==> src/rtl/rfbs_pkg.sv <==
// ============================================================================
// rfbs_pkg: shared constants and helpers for the RF filter band selector
// Band edge tables in kHz, alphabetical search order, field widths and the
// stage-advance bundle passed from the top level to the band search.
// ============================================================================
package rfbs_pkg;

    localparam int INDEX_STEPS_DEF = 15;
    localparam int FREQ_BITS_DEF   = 24;

    localparam int BAND_COUNT      = 12;
    localparam int FILTERED_COUNT  = BAND_COUNT - 1;
    localparam int CODE_BITS       = 4;
    localparam int CHOICE_BITS     = 4;
    localparam int OUT_FREQ_BITS   = 24;
    // largest band edge is 7200000 kHz
    localparam int EDGE_BITS       = 23;
    // smallest band width is 15000 kHz, so twice it is at least 2**14
    localparam int MIN_DEN2_LOG    = 14;

    localparam logic [CODE_BITS-1:0]   BYPASS_CODE = CODE_BITS'(11);
    localparam logic [CHOICE_BITS-1:0] AUTO_CHOICE = CHOICE_BITS'(12);

    localparam logic [EDGE_BITS-1:0] BAND_LO [BAND_COUNT] = '{
        EDGE_BITS'(1880000), EDGE_BITS'(2010000), EDGE_BITS'(2300000),
        EDGE_BITS'(2496000), EDGE_BITS'(2570000), EDGE_BITS'(3300000),
        EDGE_BITS'(3550000), EDGE_BITS'(3300000), EDGE_BITS'(4400000),
        EDGE_BITS'(5150000), EDGE_BITS'(5925000), EDGE_BITS'(350000)
    };

    localparam logic [EDGE_BITS-1:0] BAND_HI [BAND_COUNT] = '{
        EDGE_BITS'(1920000), EDGE_BITS'(2025000), EDGE_BITS'(2400000),
        EDGE_BITS'(2690000), EDGE_BITS'(2620000), EDGE_BITS'(3800000),
        EDGE_BITS'(3700000), EDGE_BITS'(4200000), EDGE_BITS'(5000000),
        EDGE_BITS'(5925000), EDGE_BITS'(7125000), EDGE_BITS'(7200000)
    };

    // filtered band codes sorted by band name
    localparam logic [CODE_BITS-1:0] ALPHA_ORDER [FILTERED_COUNT] = '{
        CODE_BITS'(1), CODE_BITS'(4), CODE_BITS'(0), CODE_BITS'(2),
        CODE_BITS'(3), CODE_BITS'(9), CODE_BITS'(6), CODE_BITS'(7),
        CODE_BITS'(5), CODE_BITS'(8), CODE_BITS'(10)
    };

    typedef struct packed {
        logic s1;
        logic s2;
        logic s3;
    } rfbs_adv_t;

    function automatic logic [EDGE_BITS-1:0] band_lo(input logic [CODE_BITS-1:0] code);
        logic [EDGE_BITS-1:0] v;
        if (code < CODE_BITS'(BAND_COUNT))
            v = BAND_LO[code];
        else
            v = BAND_LO[BYPASS_CODE];
        return v;
    endfunction

    function automatic logic [EDGE_BITS-1:0] band_hi(input logic [CODE_BITS-1:0] code);
        logic [EDGE_BITS-1:0] v;
        if (code < CODE_BITS'(BAND_COUNT))
            v = BAND_HI[code];
        else
            v = BAND_HI[BYPASS_CODE];
        return v;
    endfunction

endpackage

==> src/rtl/rfbs_nearest.sv <==
// ============================================================================
// rfbs_nearest: automatic band search
// Three stages: containment and midpoint distance per band, best of each
// group of four in name order, then best overall (bypass when none fits).
// ============================================================================
module rfbs_nearest #(
    parameter int FREQ_BITS = rfbs_pkg::FREQ_BITS_DEF
) (
    input  logic                           clk,
    input  rfbs_pkg::rfbs_adv_t            adv,
    input  logic [FREQ_BITS-1:0]           freq,
    output logic [rfbs_pkg::CODE_BITS-1:0] pick_code
);

    localparam int NB         = rfbs_pkg::FILTERED_COUNT;
    localparam int DIST_BITS  = rfbs_pkg::EDGE_BITS + 1;
    localparam int GROUP_SIZE = 4;
    localparam int NUM_GROUPS = (NB + GROUP_SIZE - 1) / GROUP_SIZE;

    // stage 1: per band, in name order
    logic [NB-1:0]        hit_next;
    logic [NB-1:0]        hit_reg;
    logic [DIST_BITS-1:0] dist_next [NB];
    logic [DIST_BITS-1:0] dist_reg  [NB];

    logic [DIST_BITS-1:0] freq2;
    assign freq2 = {freq[rfbs_pkg::EDGE_BITS-1:0], 1'b0};

    genvar k;
    generate
        for (k = 0; k < NB; k++)
        begin : g_band
            localparam logic [rfbs_pkg::CODE_BITS-1:0] CODE = rfbs_pkg::ALPHA_ORDER[k];
            localparam logic [DIST_BITS-1:0] MID2 =
                DIST_BITS'(rfbs_pkg::BAND_LO[CODE]) + DIST_BITS'(rfbs_pkg::BAND_HI[CODE]);

            assign hit_next[k] = (FREQ_BITS'(rfbs_pkg::BAND_LO[CODE]) <= freq)
                              && (freq <= FREQ_BITS'(rfbs_pkg::BAND_HI[CODE]));
            assign dist_next[k] = (MID2 > freq2) ? (MID2 - freq2) : (freq2 - MID2);
        end
    endgenerate

    always_ff @(posedge clk)
    begin
        if (adv.s1)
        begin
            hit_reg  <= hit_next;
            dist_reg <= dist_next;
        end
    end

    // stage 2: best within each group, strict less keeps the earlier name
    logic [NUM_GROUPS-1:0]        grp_found_next;
    logic [NUM_GROUPS-1:0]        grp_found_reg;
    logic [DIST_BITS-1:0]         grp_dist_next [NUM_GROUPS];
    logic [DIST_BITS-1:0]         grp_dist_reg  [NUM_GROUPS];
    logic [rfbs_pkg::CODE_BITS-1:0] grp_code_next [NUM_GROUPS];
    logic [rfbs_pkg::CODE_BITS-1:0] grp_code_reg  [NUM_GROUPS];

    always_comb
    begin
        for (int g = 0; g < NUM_GROUPS; g++)
        begin
            grp_found_next[g] = 1'b0;
            grp_dist_next[g]  = '0;
            grp_code_next[g]  = rfbs_pkg::BYPASS_CODE;
            for (int j = 0; j < GROUP_SIZE && g * GROUP_SIZE + j < NB; j++)
            begin
                if (hit_reg[g * GROUP_SIZE + j] && (!grp_found_next[g]
                    || dist_reg[g * GROUP_SIZE + j] < grp_dist_next[g]))
                begin
                    grp_found_next[g] = 1'b1;
                    grp_dist_next[g]  = dist_reg[g * GROUP_SIZE + j];
                    grp_code_next[g]  = rfbs_pkg::ALPHA_ORDER[g * GROUP_SIZE + j];
                end
            end
        end
    end

    always_ff @(posedge clk)
    begin
        if (adv.s2)
        begin
            grp_found_reg <= grp_found_next;
            grp_dist_reg  <= grp_dist_next;
            grp_code_reg  <= grp_code_next;
        end
    end

    // stage 3: merge groups in name order
    logic                           best_found;
    logic [DIST_BITS-1:0]           best_dist;
    logic [rfbs_pkg::CODE_BITS-1:0] best_code;
    logic [rfbs_pkg::CODE_BITS-1:0] pick_reg;

    always_comb
    begin
        best_found = 1'b0;
        best_dist  = '0;
        best_code  = rfbs_pkg::BYPASS_CODE;
        for (int g = 0; g < NUM_GROUPS; g++)
        begin
            if (grp_found_reg[g] && (!best_found || grp_dist_reg[g] < best_dist))
            begin
                best_found = 1'b1;
                best_dist  = grp_dist_reg[g];
                best_code  = grp_code_reg[g];
            end
        end
    end

    always_ff @(posedge clk)
    begin
        if (adv.s3)
            pick_reg <= best_code;
    end

    assign pick_code = pick_reg;

endmodule

==> src/rtl/rf_filter_band_select_unit.sv <==
// ============================================================================
// rf_filter_band_select_unit: RF filter band selector
// Maps a tune frequency and band choice to a filter band, clamped frequency
// and rounded position index within the band.
// ============================================================================
// Fully pipelined: one request per cycle sustained while the output is
// not stalled. Stages 1-3 run the automatic band search, stage 4 clamps
// and forms the index numerator, stages 5-7 divide it by the band
// width through a reciprocal multiply, a back-multiply and one correction
// step. Per-stage valid bits with a ready chain let bubbles close up under
// output backpressure, so the input keeps taking requests until every stage
// is full.
module rf_filter_band_select_unit #(
    parameter int INDEX_STEPS = rfbs_pkg::INDEX_STEPS_DEF,
    parameter int FREQ_BITS   = rfbs_pkg::FREQ_BITS_DEF,
    localparam int STEP_BITS  = $clog2(INDEX_STEPS + 1),
    localparam int IN_BITS    = FREQ_BITS + rfbs_pkg::CHOICE_BITS,
    localparam int IN_TDATA_BITS = ((IN_BITS + 7) / 8) * 8,
    localparam int OUT_BITS   = rfbs_pkg::CODE_BITS + STEP_BITS + rfbs_pkg::OUT_FREQ_BITS,
    localparam int OUT_TDATA_BITS = ((OUT_BITS + 7) / 8) * 8
) (
    input  logic                      clk,
    input  logic                      rst_n,
    input  logic                      s_tvalid,
    output logic                      s_tready,
    input  logic [IN_TDATA_BITS-1:0]  s_tdata,   // tune_khz, band_choice
    output logic                      m_tvalid,
    input  logic                      m_tready,
    output logic [OUT_TDATA_BITS-1:0] m_tdata,   // band_code, step_index, clamped_khz
    output logic                      m_tuser    // bad_choice
);

    localparam int EB      = rfbs_pkg::EDGE_BITS;
    localparam int CB      = rfbs_pkg::CODE_BITS;
    localparam int HB      = rfbs_pkg::CHOICE_BITS;
    localparam int D2_BITS = EB + 1;
    localparam int X_BITS  = $clog2(2 * INDEX_STEPS + 1) + EB;
    localparam int R_BITS  = X_BITS - rfbs_pkg::MIN_DEN2_LOG;
    localparam int P_BITS  = X_BITS + R_BITS;
    localparam int QD_BITS = STEP_BITS + D2_BITS;
    localparam int W_BITS  = X_BITS + QD_BITS;
    localparam int NSTAGE  = 7;

    // ------------------------------------------------------------------
    // pipeline control
    // ------------------------------------------------------------------
    logic [NSTAGE:1]   valid_reg;
    logic [NSTAGE+1:1] ready;

    always_comb
    begin
        ready[NSTAGE+1] = m_tready;
        for (int i = NSTAGE; i >= 1; i--)
            ready[i] = !valid_reg[i] || ready[i+1];
    end

    always_ff @(posedge clk or negedge rst_n)
    begin
        if (!rst_n)
            valid_reg <= '0;
        else
        begin
            if (ready[1])
                valid_reg[1] <= s_tvalid;
            for (int i = 2; i <= NSTAGE; i++)
                if (ready[i])
                    valid_reg[i] <= valid_reg[i-1];
        end
    end

    assign s_tready = ready[1];
    assign m_tvalid = valid_reg[NSTAGE];

    // ------------------------------------------------------------------
    // stages 1-3: automatic band search, request fields carried alongside
    // ------------------------------------------------------------------
    logic [FREQ_BITS-1:0] in_freq;
    logic [HB-1:0]        in_choice;
    assign in_freq   = s_tdata[FREQ_BITS-1:0];
    assign in_choice = s_tdata[FREQ_BITS +: HB];

    rfbs_pkg::rfbs_adv_t  adv;
    logic [CB-1:0]        pick_code;

    assign adv = '{s1: ready[1], s2: ready[2], s3: ready[3]};

    rfbs_nearest #(
        .FREQ_BITS (FREQ_BITS)
    ) u_nearest (
        .clk       (clk),
        .adv       (adv),
        .freq      (in_freq),
        .pick_code (pick_code)
    );

    logic [FREQ_BITS-1:0] s1_freq_reg, s2_freq_reg, s3_freq_reg;
    logic [HB-1:0]        s1_choice_reg, s2_choice_reg, s3_choice_reg;

    always_ff @(posedge clk)
    begin
        if (ready[1])
        begin
            s1_freq_reg   <= in_freq;
            s1_choice_reg <= in_choice;
        end
        if (ready[2])
        begin
            s2_freq_reg   <= s1_freq_reg;
            s2_choice_reg <= s1_choice_reg;
        end
        if (ready[3])
        begin
            s3_freq_reg   <= s2_freq_reg;
            s3_choice_reg <= s2_choice_reg;
        end
    end

    // ------------------------------------------------------------------
    // stage 4: band select, clamp, index numerator X = 2*N*(f-lo) + den
    // ------------------------------------------------------------------
    logic          s4_bad_next;
    logic [CB-1:0] s4_code_next;
    logic [EB-1:0] lo, hi, den;
    logic [EB-1:0] s4_fc_next;
    logic [X_BITS-1:0]  s4_x_next;

    always_comb
    begin
        s4_bad_next = s3_choice_reg > rfbs_pkg::AUTO_CHOICE;
        if (s4_bad_next)
            s4_code_next = rfbs_pkg::BYPASS_CODE;
        else if (s3_choice_reg == rfbs_pkg::AUTO_CHOICE)
            s4_code_next = pick_code;
        else
            s4_code_next = CB'(s3_choice_reg);

        lo  = rfbs_pkg::band_lo(s4_code_next);
        hi  = rfbs_pkg::band_hi(s4_code_next);
        den = hi - lo;

        priority if (s3_freq_reg < FREQ_BITS'(lo))
            s4_fc_next = lo;
        else if (s3_freq_reg > FREQ_BITS'(hi))
            s4_fc_next = hi;
        else
            s4_fc_next = s3_freq_reg[EB-1:0];

        s4_x_next = X_BITS'(2 * INDEX_STEPS) * X_BITS'(s4_fc_next - lo) + X_BITS'(den);
    end

    logic               s4_bad_reg, s5_bad_reg, s6_bad_reg;
    logic [CB-1:0]      s4_code_reg, s5_code_reg, s6_code_reg;
    logic [EB-1:0]      s4_fc_reg, s5_fc_reg, s6_fc_reg;
    logic [X_BITS-1:0]  s4_x_reg, s5_x_reg, s6_x_reg;
    logic [D2_BITS-1:0] s4_d2_reg, s5_d2_reg, s6_d2_reg;

    always_ff @(posedge clk)
    begin
        if (ready[4])
        begin
            s4_bad_reg  <= s4_bad_next;
            s4_code_reg <= s4_code_next;
            s4_fc_reg   <= s4_fc_next;
            s4_x_reg    <= s4_x_next;
            s4_d2_reg   <= {den, 1'b0};
        end
    end

    // ------------------------------------------------------------------
    // stage 5: quotient estimate floor(X * floor(2^X_BITS / 2den) / 2^X_BITS)
    // estimate is exact or one low since X < 2^X_BITS
    // ------------------------------------------------------------------
    logic [R_BITS-1:0] recip [rfbs_pkg::BAND_COUNT];

    genvar g;
    generate
        for (g = 0; g < rfbs_pkg::BAND_COUNT; g++)
        begin : g_recip
            localparam logic [63:0] RECIP_FULL = (64'd1 << X_BITS)
                / (64'd2 * 64'(rfbs_pkg::BAND_HI[g] - rfbs_pkg::BAND_LO[g]));
            assign recip[g] = RECIP_FULL[R_BITS-1:0];
        end
    endgenerate

    logic [P_BITS-1:0]    prod;
    logic [STEP_BITS-1:0] s5_q_reg, s6_q_reg;

    assign prod = P_BITS'(s4_x_reg) * P_BITS'(recip[s4_code_reg]);

    always_ff @(posedge clk)
    begin
        if (ready[5])
        begin
            s5_q_reg    <= STEP_BITS'(prod >> X_BITS);
            s5_bad_reg  <= s4_bad_reg;
            s5_code_reg <= s4_code_reg;
            s5_fc_reg   <= s4_fc_reg;
            s5_x_reg    <= s4_x_reg;
            s5_d2_reg   <= s4_d2_reg;
        end
    end

    // ------------------------------------------------------------------
    // stage 6: back-multiply q * 2den
    // ------------------------------------------------------------------
    logic [QD_BITS-1:0] s6_qd_reg;

    always_ff @(posedge clk)
    begin
        if (ready[6])
        begin
            s6_qd_reg   <= QD_BITS'(s5_q_reg) * QD_BITS'(s5_d2_reg);
            s6_q_reg    <= s5_q_reg;
            s6_bad_reg  <= s5_bad_reg;
            s6_code_reg <= s5_code_reg;
            s6_fc_reg   <= s5_fc_reg;
            s6_x_reg    <= s5_x_reg;
            s6_d2_reg   <= s5_d2_reg;
        end
    end

    // ------------------------------------------------------------------
    // stage 7: one correction step, hold to range, output register
    // ------------------------------------------------------------------
    logic [W_BITS-1:0]    rem;
    logic [STEP_BITS:0]   q_fix;
    logic [STEP_BITS-1:0] step_next;

    always_comb
    begin
        rem   = W_BITS'(s6_x_reg) - W_BITS'(s6_qd_reg);
        q_fix = (STEP_BITS+1)'(s6_q_reg)
              + (STEP_BITS+1)'(rem >= W_BITS'(s6_d2_reg));
        if (q_fix > (STEP_BITS+1)'(INDEX_STEPS))
            step_next = STEP_BITS'(INDEX_STEPS);
        else
            step_next = q_fix[STEP_BITS-1:0];
    end

    logic                             out_bad_reg;
    logic [CB-1:0]                    out_code_reg;
    logic [STEP_BITS-1:0]             out_step_reg;
    logic [rfbs_pkg::OUT_FREQ_BITS-1:0] out_freq_reg;

    always_ff @(posedge clk)
    begin
        if (ready[7])
        begin
            out_bad_reg <= s6_bad_reg;
            if (s6_bad_reg)
            begin
                out_code_reg <= '0;
                out_step_reg <= '0;
                out_freq_reg <= '0;
            end
            else
            begin
                out_code_reg <= s6_code_reg;
                out_step_reg <= step_next;
                out_freq_reg <= rfbs_pkg::OUT_FREQ_BITS'(s6_fc_reg);
            end
        end
    end

    assign m_tdata = OUT_TDATA_BITS'({out_freq_reg, out_step_reg, out_code_reg});
    assign m_tuser = out_bad_reg;

    // ------------------------------------------------------------------
    // assertions
    // ------------------------------------------------------------------
    logic [CB-1:0]                      chk_code;
    logic [STEP_BITS-1:0]               chk_step;
    logic [rfbs_pkg::OUT_FREQ_BITS-1:0] chk_freq;

    assign chk_code = m_tdata[CB-1:0];
    assign chk_step = m_tdata[CB +: STEP_BITS];
    assign chk_freq = m_tdata[CB + STEP_BITS +: rfbs_pkg::OUT_FREQ_BITS];

    a_bad_zero: assert property (@(posedge clk) disable iff (!rst_n)
        m_tvalid && m_tuser |-> m_tdata == '0)
        else $error("bad choice result carries nonzero fields");

    a_range: assert property (@(posedge clk) disable iff (!rst_n)
        m_tvalid && !m_tuser |->
            chk_code <= rfbs_pkg::BYPASS_CODE
            && chk_step <= STEP_BITS'(INDEX_STEPS))
        else $error("band code or step index out of range");

    a_clamped: assert property (@(posedge clk) disable iff (!rst_n)
        m_tvalid && !m_tuser |->
            chk_freq >= rfbs_pkg::OUT_FREQ_BITS'(rfbs_pkg::band_lo(chk_code))
            && chk_freq <= rfbs_pkg::OUT_FREQ_BITS'(rfbs_pkg::band_hi(chk_code)))
        else $error("clamped frequency outside selected band");

    a_edge_index: assert property (@(posedge clk) disable iff (!rst_n)
        m_tvalid && !m_tuser
            && chk_freq == rfbs_pkg::OUT_FREQ_BITS'(rfbs_pkg::band_lo(chk_code))
            |-> chk_step == '0)
        else $error("lower band edge gives nonzero step index");

endmodule

==> config.mk <==
export PLATFORM = sky130hd
export DESIGN_NAME = rf_filter_band_select_unit
export DESIGN_NICKNAME = d
export VERILOG_FILES = /design/src/rtl/rfbs_pkg.sv /design/src/rtl/rfbs_nearest.sv /design/src/rtl/rf_filter_band_select_unit.sv
export SDC_FILE = /design/constraint.sdc
export NUM_CORES = 2
export LEC_CHECK = 0
export ABC_AREA = 1
export BUFFER_PORTS_ARGS = -buffer_cell sky130_fd_sc_hd__buf_2
export CAP_MARGIN = 30
export CORE_ASPECT_RATIO = 1.5
export CORE_UTILIZATION = 35
export CTS_CLUSTER_DIAMETER = 30
export DETAILED_ROUTE_END_ITERATION = 8
export GPL_TIMING_DRIVEN = 0
export SLEW_MARGIN = 20
export SYNTH_ARGS = -nofsm -noshare
export SYNTH_HDL_FRONTEND = slang
export SYNTH_HIERARCHICAL = 1
export SYNTH_SLANG_ARGS = --single-unit
==> constraint.sdc <==
create_clock -name clk -period 83.5 [get_ports clk]
set_input_delay 25.05 -clock clk [delete_from_list [all_inputs] [get_ports clk]]
set_output_delay 25.05 -clock clk [all_outputs]
set_load 0.005 [all_outputs]
# Word-level counts from Yosys, hierarchy flattened
# Memory sizes are Yosys's and may differ from the RTL's.
# Index checks and enable logic that the tools add are counted.
# totals
register_bits	762
latch_bits	0
mem_bits_rw	0
mem_bits_ro	960
output_inout_bits	35
elab_cells	265
memories	3
# classes
add_sub_neg	27
n_mul	3
div	0
order_cmp	50
eq_ne	1
shift	0
n_mux	58
bitwise	2
reduce_logical	59
# memory_table
name	words	word_bits	read_ports	rd_ports_with_merged_regs	write_ports	line_no	source
(name not given)	16	23	1	0	0	rfbs_pkg.sv:63	v = BAND_HI[code];
(name not given)	16	23	1	0	0	rfbs_pkg.sv:54	v = BAND_LO[code];
(name not given)	16	14	1	0	0	rf_filter_band_select_unit.sv:188	assign prod = P_BITS'(s4_x_reg) * P_BITS'(recip[s4_code_reg]);
# op_table
operator	n
24-bit two-way mux	24
24-bit < comparator	10
23-bit two-way mux	8
23-bit by 24-bit greater-than comparator with 1-bit output (first input constant)	6
23-bit by 24-bit subtractor with 24-bit output (first input constant)	6
24-bit by 23-bit subtractor with 24-bit output (second input constant)	6
22-bit by 24-bit <= comparator with 1-bit output (first input constant)	5
24-bit by 22-bit <= comparator with 1-bit output (second input constant)	5
24-bit by 23-bit <= comparator with 1-bit output (second input constant)	4
24-bit greater-than comparator (first input constant)	3
23-bit by 24-bit <= comparator with 1-bit output (first input constant)	3
24-bit subtractor (first input constant)	3
24-bit subtractor (second input constant)	3
56-bit by 24-bit greater-or-equal comparator with 1-bit output	1
22-bit by 24-bit greater-than comparator with 1-bit output (first input constant)	2
21-bit by 24-bit <= comparator with 1-bit output (first input constant)	2
24-bit by 21-bit <= comparator with 1-bit output (second input constant)	2
22-bit by 24-bit subtractor with 24-bit output (first input constant)	2
24-bit by 22-bit subtractor with 24-bit output (second input constant)	2
4-bit two-way mux	10
28-bit by 14-bit multiplier with 32-bit output	1
28-bit by 28-bit subtractor with 29-bit output	1
28-bit by 23-bit adder with 28-bit output	1
4-bit by 28-bit multiplier with 27-bit output (first input constant)	1
21 further kinds	89

# Longest topological paths before layout
# depth
word_depth	14
depth_mapped	59
mapped_depth_nobuf	57

# Modules after synthesis
# The synthesis kept the hierarchy.
# by_module_without_submodules
mod	instances	cells_per_inst	area_per_inst_um2
rf_filter_band_select_unit	1	3870	34194.0
rfbs_nearest	1	3859	29353.2

# Worst setup path before layout
# No wires, ideal clock.
# synth_path
path_type	input port to output port
from	in m_tready
to	out s_tready
arrival_ns	38.096
required_time_ns	58.450
path_slack_ns	20.354
cell_stages	12
path_buffers	0
cell_sequence	nor2_1 inv_1 nor2_1 inv_1 nor2_1 inv_1 nor2_1 inv_1 nor2_1 inv_1 nor2_1 nand2_1
# synth_lines
item	line_no	source
start: declaration	rf_filter_band_select_unit.sv:28	input logic m_tready,
end: declaration	rf_filter_band_select_unit.sv:25	output logic s_tready,

==> impl_metrics.csv <==
group,metric,value,unit
route,dr_total_vias,58092,
run,maxCapViolations,0,
cts,post_cts_resized,0,
route,post_drt_wl_per_cell,34.44,um
setup_path,cp_common_cell,"nor2_1",
grt,grt_pass1_vias,58966,
cts,clk_latency,0.84,ns
min_path,min_delay_worst_endpoint,"s3_choice_reg[0]",
sta,tns,0,ns
route,first_pass_iters,9,
cts,cts_buffer_depth,4,
floorplan,die-area,183300,um2
setup_path,cp_max_fo,58,
outcome,outcome,"complete, no violations",
route,drt_wl_total,362.9,mm
sta,fmax,18.09,MHz
sta,fin_worst_skew,0.1003,ns
finish,nNetsFinal,8879,
sta,tightest_slew,1.227,ns
synthesis,syn_area,63550,um2
setup_path,crit_path_start,"m_tready",
grt,antenna_found_initial,24,
setup_path,crit_buf_inv,11,
synthesis,syn_nets,8612,
cts,clock_tree.root_cell,"clkbuf_16",
grt,grt_max_degree,84,
cts,htreeDepth,4,
route,drcViolationCount,0,
grt,grt_overflow,0,
setup_path,cp-start-kind,"input pin",
grt,track_usage,39.54,%
synthesis,yosysWarnings,6,
sta,rsz0062_at_grt,"false",
setup_path,arrival,30.22,ns
route,postRouteAntennaNets,0,
finish,final_common_cell,"nand2_1",
floorplan,die_h,523.9,um
setup_path,cpPeakStageDelay,0.62,ns
cts,clock-sinks,719,
synthesis,synthArstFlopShare,0.9736,%
floorplan,io_pins,71,
sta,timing.final.hold_violations,0,
setup_path,critical_path.slowest_cell,"nand2_4",
setup_path,crit_family,"buffers and inverters",
synthesis,synth-seq-cells,719,
route,via_per_inst,5.513,
floorplan,start_util,35.22,%
synthesis,avgSynthCellArea,8.222,um2
setup_path,setup.worst_path.class,"input pin to primary output",
setup_path,cp_cell_sequence,"buf_2 -> nor2_1 -> inv_2 -> nor2_1 -> inv_6 -> nor2_1 -> inv_6 -> nor2_1 -> inv_6 -> nor2_1 -> inv_2 -> nor2_1 -> nand2_4 -> buf_16 -> buf_16 -> buf_16 -> buf_16 -> buf_2",
synthesis,netlist_instances,7729,
floorplan,core_area,180400,um2
setup_path,cp-end-kind,"primary output",
min_path,holdCritStartpoint,"s2_choice_reg[0]",
finish,final_cell_mix,"nand2_1 (1805), inv_1 (1113), edfxtp_1 (712), nor2_1 (700), ha_1 (537)",
grt,grt_pass1_wl,486.2,mm
sta,finalCritPeriodShare,66.20,%
setup_path,r2r_slack,72.35,ns
min_path,hold_path_class,"flop to flop",
synthesis,yosysSeqAreaShare,33.92,%
finish,syn2layout_area_growth,14.70,%
sta,min_period,55.27,ns
cts,numCtsBuffers,155,
placement,place.detailed.hpwl,301.2,mm
placement,portBuffers,65,
route,drt_iter0_drc,4969,
floorplan,rows,191,
floorplan,die_x,349.9,um
finish,drive_gt1_share,9.277,%
min_path,hold_depth,0,
sta,whs,0.3546,ns
finish,largest_register_ffs,243,
cts,clk_pin_slew,0.05,ns
placement,gp_congestion,1.110,
sta,finalSetupViolCount,0,
sta,drv_slew,0,
finish,final.fill_count,18449,
synthesis,ys_dominant_reg_cell,"edfxtp_1",
setup_path,crit_required,58.45,ns
cts,cts_setup_buffers,0,
setup_path,r2r_end,"s4_x_reg[27]",
cts,cts_hold_buf,0,
synthesis,yosysUniqueCellTypes,86,
setup_path,rr_startpoint,"s3_choice_reg[3]",
setup_path,rr_worst_depth,50,
synthesis,synth_edf_count,712,
cts,tritoncts,"built",
sta,slew_headroom,17.92,%
-- synth_stat cells, types with 10 or more instances --
library cell	instances	share of area [%]
nor3_1	83	0.65
a211oi_1	26	0.31
a21oi_1	367	2.9
ha_1	537	11
o22ai_1	12	0.12
mux2i_1	11	0.17
o221ai_1	30	0.41
buf_2	48	0.38
o21a_1	17	0.20
nand2_1	1809	11
o31ai_1	13	0.15
buf_4	13	0.15
inv_2	61	0.36
o21bai_1	19	0.22
nand4_1	97	0.95
o21ai_2	18	0.25
fa_1	310	9.8
nand3_1	338	2.7
buf_6	14	0.25
nand2_2	35	0.34
o21ai_1	48	0.38
o211ai_1	42	0.50
clkbuf_2	12	0.095
a21o_1	20	0.24
edfxtp_1	712	34
nor2_4	11	0.19
inv_1	1120	6.6
xnor2_1	39	0.54
a21boi_0	10	0.12
clkbuf_1	131	0.77
o21ai_0	444	3.5
buf_1	19	0.11
a31oi_1	31	0.31
nor4_1	27	0.27
xor2_1	297	4.1
nor2_2	26	0.26
nor2_1	707	4.2
or2_2	44	0.43
-- layout make-up --
cell class / instances / area (um2) / area share [%]
multi-input combinational: 5583 / 36490 / 50.06
sequential: 719 / 21560 / 29.57
inverter: 1189 / 4503 / 6.178
clock buffer: 172 / 4006 / 5.497
tap: 2412 / 3018 / 4.140
buffer: 238 / 1182 / 1.622
timing repair buffer: 110 / 1066 / 1.463
clock inverter: 95 / 1021 / 1.401
antenna: 20 / 50.05 / 0.06866
-- worst max path at each step --
stage               endpoint  slack (ns)  cells past startpoint
floorplan           s_tready       20.35                     12
global placement    s_tready       11.70                     14
detailed placement  s_tready       28.12                     18
CTS                 s_tready       28.12                     18
global route        s_tready       27.79                     18
finish              s_tready       28.23                     18
-- kinds of logic after synthesis --
group / synth area share, %
and+or+nand+nor: 21.05
buffers and inverters: 8.846
AOI/OAI and AO/OA: 10.72
adders and majority gates: 20.34
DFF: 33.92
xor gates and xnor gates: 4.733
muxes: 0.3859
other: 0.005901
-- layer usage --
layer  vias up  part of all wire (%)  GRT usage, %
met5         -                 0.022             0
met4        12                    14         46.49
met3      1112                   4.8         6.566
met2      2415                    48         67.23
met1     28478                    33         37.96
li1      26075                     -             -
-- through the flow --
step | area (um2) | utilization [%] | std cells | worst slack, ns
finish | 72890 | 40.40 | 10538 | 28.23
global route | 72840 | 40.37 | 10520 | 27.79
CTS | 72770 | 40.33 | 10515 | 28.12
detailed placement | 67750 | 37.55 | 10248 | 28.12
global placement | 66890 | 37.07 | 10206 | 11.70
floorplan | 63550 | - | 7729 | 20.35
Power is not shown: default switching activity piles up to over one toggle a cycle in this logic, so the estimate is an artifact.
